### config.mk
export PLATFORM = sky130hd
export DESIGN_NAME = idll_ctrl
export DESIGN_NICKNAME = d
export VERILOG_FILES = /design/src/design/idll_pkg.sv /design/src/design/idll_ctrl.sv
export SDC_FILE = /design/constraint.sdc
export NUM_CORES = 1
export LEC_CHECK = 0
export ABC_AREA = 1
export BUFFER_PORTS_ARGS = -buffer_cell sky130_fd_sc_hd__clkbuf_2
export CAP_MARGIN = 10
export CORE_AREA = 2 2 39 41
export DETAILED_ROUTE_END_ITERATION = 6
export DIE_AREA = 0 0 41 43
export PLACE_DENSITY = 0.51
export SLEW_MARGIN = 20
export SYNTH_ARGS = -nofsm -noshare
export SYNTH_HDL_FRONTEND = slang
export SYNTH_SLANG_ARGS = --single-unit
### constraint.sdc
create_clock -name clk_i -period 1.7 [get_ports clk_i]
set_input_delay 0.255 -clock clk_i [delete_from_list [all_inputs] [get_ports clk_i]]
set_output_delay 0.255 -clock clk_i [all_outputs]
set_load 0.05 [all_outputs]
### src/design/idll_pkg.sv
// ----------------------------------------------------------------------------
// Indexed doubly linked list package
// Shared widths, codes and controller/datapath interface types.
// ----------------------------------------------------------------------------
package idll_pkg;

  localparam int unsigned IdW       = 10;
  localparam int unsigned NodeCount = 1 << IdW;

  typedef logic [IdW-1:0] id_t;

  localparam id_t NullId  = '0;
  localparam id_t FirstId = id_t'(1);

  typedef enum logic [1:0] {
    OP_INS_BEFORE = 2'd0,
    OP_INS_AFTER  = 2'd1,
    OP_REMOVE     = 2'd2,
    OP_WALK       = 2'd3
  } op_e;

  typedef enum logic [1:0] {
    ST_DONE   = 2'd0,
    ST_ABSENT = 2'd1,
    ST_REJECT = 2'd2
  } status_e;

  typedef struct packed {
    logic clear;
    logic accept;
    logic look;
    logic eval;
    logic fin;
  } dp_cmd_t;

  typedef struct packed {
    logic clear_last;
  } dp_stat_t;

endpackage

### src/design/idll_ctrl.sv
// ----------------------------------------------------------------------------
// Indexed doubly linked list controller
// Sequences the clearing pass and the four steps of each item, and owns the
// result valid flag.
// ----------------------------------------------------------------------------
module idll_ctrl import idll_pkg::*; (
  input  logic     clk_i,
  input  logic     rst_ni,
  input  logic     in_valid_i,
  output logic     in_ready_o,
  output logic     out_valid_o,
  input  logic     out_ready_i,
  input  dp_stat_t stat_i,
  output dp_cmd_t  cmd_o
);

  typedef enum logic [4:0] {
    S_CLEAR = 5'b00001,
    S_IDLE  = 5'b00010,
    S_LOOK  = 5'b00100,
    S_EVAL  = 5'b01000,
    S_FIN   = 5'b10000
  } state_e;

  state_e state_q, state_d;
  logic   out_valid_q, out_valid_d;

  always_comb begin
    state_d = state_q;
    cmd_o   = '0;
    case (state_q)
      S_CLEAR: begin
        cmd_o.clear = 1'b1;
        if (stat_i.clear_last) begin
          state_d = S_IDLE;
        end
      end
      S_IDLE: begin
        if (in_valid_i) begin
          cmd_o.accept = 1'b1;
          state_d      = S_LOOK;
        end
      end
      S_LOOK: begin
        cmd_o.look = 1'b1;
        state_d    = S_EVAL;
      end
      S_EVAL: begin
        cmd_o.eval = 1'b1;
        state_d    = S_FIN;
      end
      S_FIN: begin
        if (!out_valid_q || out_ready_i) begin
          cmd_o.fin = 1'b1;
          state_d   = S_IDLE;
        end
      end
      default: begin
        state_d = S_CLEAR;
      end
    endcase
  end

  always_comb begin
    if (cmd_o.fin) begin
      out_valid_d = 1'b1;
    end else if (out_ready_i) begin
      out_valid_d = 1'b0;
    end else begin
      out_valid_d = out_valid_q;
    end
  end

  always_ff @(posedge clk_i or negedge rst_ni) begin
    if (!rst_ni) begin
      state_q     <= S_CLEAR;
      out_valid_q <= 1'b0;
    end else begin
      state_q     <= state_d;
      out_valid_q <= out_valid_d;
    end
  end

  assign in_ready_o  = (state_q == S_IDLE);
  assign out_valid_o = out_valid_q;

endmodule

==> results.sh <==
export IMPL_grt_max_degree=7
export IMPL_final_max_slew_viol_count=0
export IMPL_die_x_um=41
export IMPL_drive_above_1_share=0.3770
export IMPL_worst_pin_slew_ns=0.2774
export IMPL_synth_cell_type_count=12
export IMPL_antenna_found_initial=0
export IMPL_finalHoldViolCount=0
export IMPL_ir_drop_uv=654.7
export IMPL_cp_startpoint="state_q[0]"
export IMPL_wl_met1_um=309
export IMPL_fill_cells=156
export IMPL_timing_rr_start="state_q[0]"
export IMPL_grt_overflow=0
export IMPL_synth_top_cell_by_area="dfrtp_1"
export IMPL_fin_area_um2=445.4
export IMPL_leakagePower_nw=0.2420
export IMPL_syn_avg_cell_area_um2=7.374
export IMPL_seq_area_frac_synth=0.4368
export IMPL_cap_violations=0
export IMPL_synthSimpleGateAreaFrac=0.3935
export IMPL_grt_usage=0.1080
export IMPL_cts_buffers=3
export IMPL_die_y_um=43
export IMPL_setup_viol=0
export IMPL_period_needed_ns=1.599
export IMPL_outcome="complete, no violations"
export IMPL_drt_first_pass_iters=4
export IMPL_synth_nets=52
export IMPL_viasPerCell=4.091
export IMPL_whs_ns=0.2303
export IMPL_synth_top_area_share=0.3610
export IMPL_cts_root_buf="clkbuf_4"
export IMPL_dpl_hpwl_um=597.9
export IMPL_p_per_area_mw_per_mm2=1605
export IMPL_tns_ns=0
export IMPL_period_share=0.9407
export IMPL_fp_row_count=14
export IMPL_numPortBuffers=11
export IMPL_hold_class="in -> reg"
export IMPL_place_congestion=0.6949
export IMPL_n_antenna_cell=0
export IMPL_max_slew_margin=0.8158
export IMPL_crit_path_max_fanout=3
export IMPL_synth_top_family_by_area="simple AND/OR/NAND/NOR gates"
export IMPL_totalWireLength_um=724
export IMPL_ys_ff_latch=6
export IMPL_cp_end_kind="output pin"
export IMPL_synthMuxAreaShare=0
export IMPL_final_cell_mix="10 x nor2_1, 8 x clkbuf_2, 7 x inv_1"
export IMPL_drt_iter0_drc=6
export IMPL_dr_max_layer_used="met4"
export IMPL_syn2layout_area_growth_pct=28.52
export IMPL_synth_compound_area_frac=0.02888
export IMPL_die_area_mm2=0.001763
export IMPL_synth_area_leaders="dfrtp_1 36%, nor2_1 11%, nor2_2 9.0%, dfstp_2 7.6%, inv_1 7.6%"
export IMPL_final_util=0.3219
export IMPL_cp_arrival_ns=1.34
export IMPL_yosys_warnings=0
export IMPL_grt_pass1_wl_mm=1.166
export IMPL_grt_pass1_vias=289
export IMPL_synthAdderAreaFrac=0
export IMPL_critical_path_class="reg -> out"
export IMPL_postCtsSetupRepairBufs=0
export IMPL_start_kind="flop"
export IMPL_post_dp_cell_area_um2=406.6
export IMPL_drtAntennaViolNets=0
export IMPL_htreeDepth=1
export IMPL_vias=315
export IMPL_clock_sinks=6
export IMPL_hp_start="in_valid_i"
export IMPL_max_freq_ghz=0.6253
export IMPL_layout_commonest_cell="nor2_1"
export IMPL_synth_xor_area_share=0
export IMPL_dr_wl_met2_um=335
export IMPL_grt_setup_unrepaired="false"
export IMPL_wl_met3_um=64
export IMPL_fin_nets=67
export IMPL_ios=12
export IMPL_clock_latency_ns=0.25
export IMPL_stdcell_count=77
export IMPL_dp_cells=72
export IMPL_regArea_um2=151.4
export IMPL_cp_required_ns=1.44
export IMPL_drc=0
export IMPL_netlist_instances=47
export IMPL_design_core_area_mm2=0.001384
export IMPL_multi_input_area_um2=146.4
export IMPL_cts_tree="yes"
export IMPL_syn_area_um2=346.6
export IMPL_clk_pin_slew_ns=0.05
export IMPL_cts_buffer_depth=2
export IMPL_avgRoutedWirePerCell_um=9.403
export IMPL_start_util=0.2505
export IMPL_fin_worst_skew_ns=0.0001977
-- through the flow --
stage | power [W] | worst slack, ns
after floorplan | 0.0004931 | 0.1156
final | 0.0007147 | 0.1009
after global routing | 0.0007821 | 0.008557
after global placement | 0.0005567 | 0.3499
after detailed placement | 0.0005598 | 0.3318
after CTS | 0.0007172 | 0.05027
-- worst paths after layout --
kind | endpoint | slack, ns | cells after the start
worst min-delay path | state_q[2] | 0.23 | 3
max in group asynchronous | state_q[0] | 1.10 | 2
worst min register to register | out_valid_o | 0.58 | 2
worst max register to register | state_q[1] | 0.53 | 7
worst max-delay path | cmd_o[4] | 0.10 | 5
min in group asynchronous | state_q[4] | 0.37 | 2
-- metal layers --
layer	global-route usage	vias up
li1	-	170
met1	0.1176	132
met4	0.1000	0
met3	0.04712	2
met2	0.1469	11
met5	0	-
-- cell families (layout without fill, tap and decap cells) --
logic type / after synthesis / after routing
AO/OA/AOI/OAI: 2 / 2
buffers and inverters: 11 / 25
flip-flops: 6 / 6
AND/OR/NAND/NOR: 28 / 28
-- Yosys cell counts --
master and n:
buf_4 2, dfrtp_1 5, dfstp_2 1, inv_1 7, inv_2 2, nand2_1 5
nand3_1 5, nand4_1 2, nor2_1 10, nor2_2 5, nor2_4 1, o21ai_0 2
-- worst max-delay path, stage by stage (launching register included) --
cell and delay [ns]:
dfstp_2 0.54, inv_1 0.07, nor2_1 0.08, nand3_1 0.10
inv_1 0.08, clkbuf_4 0.22
-- timing repair --
action	4_1_cts	5_1_grt
setup endpoints to repair	0	3
hold buffers	1	0
resized for setup	0	4
endpoints found under the hold margin	5	0
-- where the power goes --
part | internal, W | switching (W)
clock | 0.0000895 | 0.0000600
sequential | 0.000183 | 0.0000317
combinational | 0.0000982 | 0.000252
total | 0.000371 | 0.000344
-- cell type report --
| type | instances | area share |
|---|---|---|
| inverters | 9 | 0.07584 |
| flip-flops and latches | 6 | 0.3399 |
| well taps | 16 | 0.04494 |
| clock buffers | 4 | 0.05899 |
| repair buffers | 12 | 0.1517 |
| multi-input cells | 30 | 0.3287 |
-- sequential cells by signal, summed over array words and instances (netlist names) --
| name | cells |
|---|---|
| state_q | 5 |
| out_valid_o | 1 |
(Power assumes the default switching activity.)
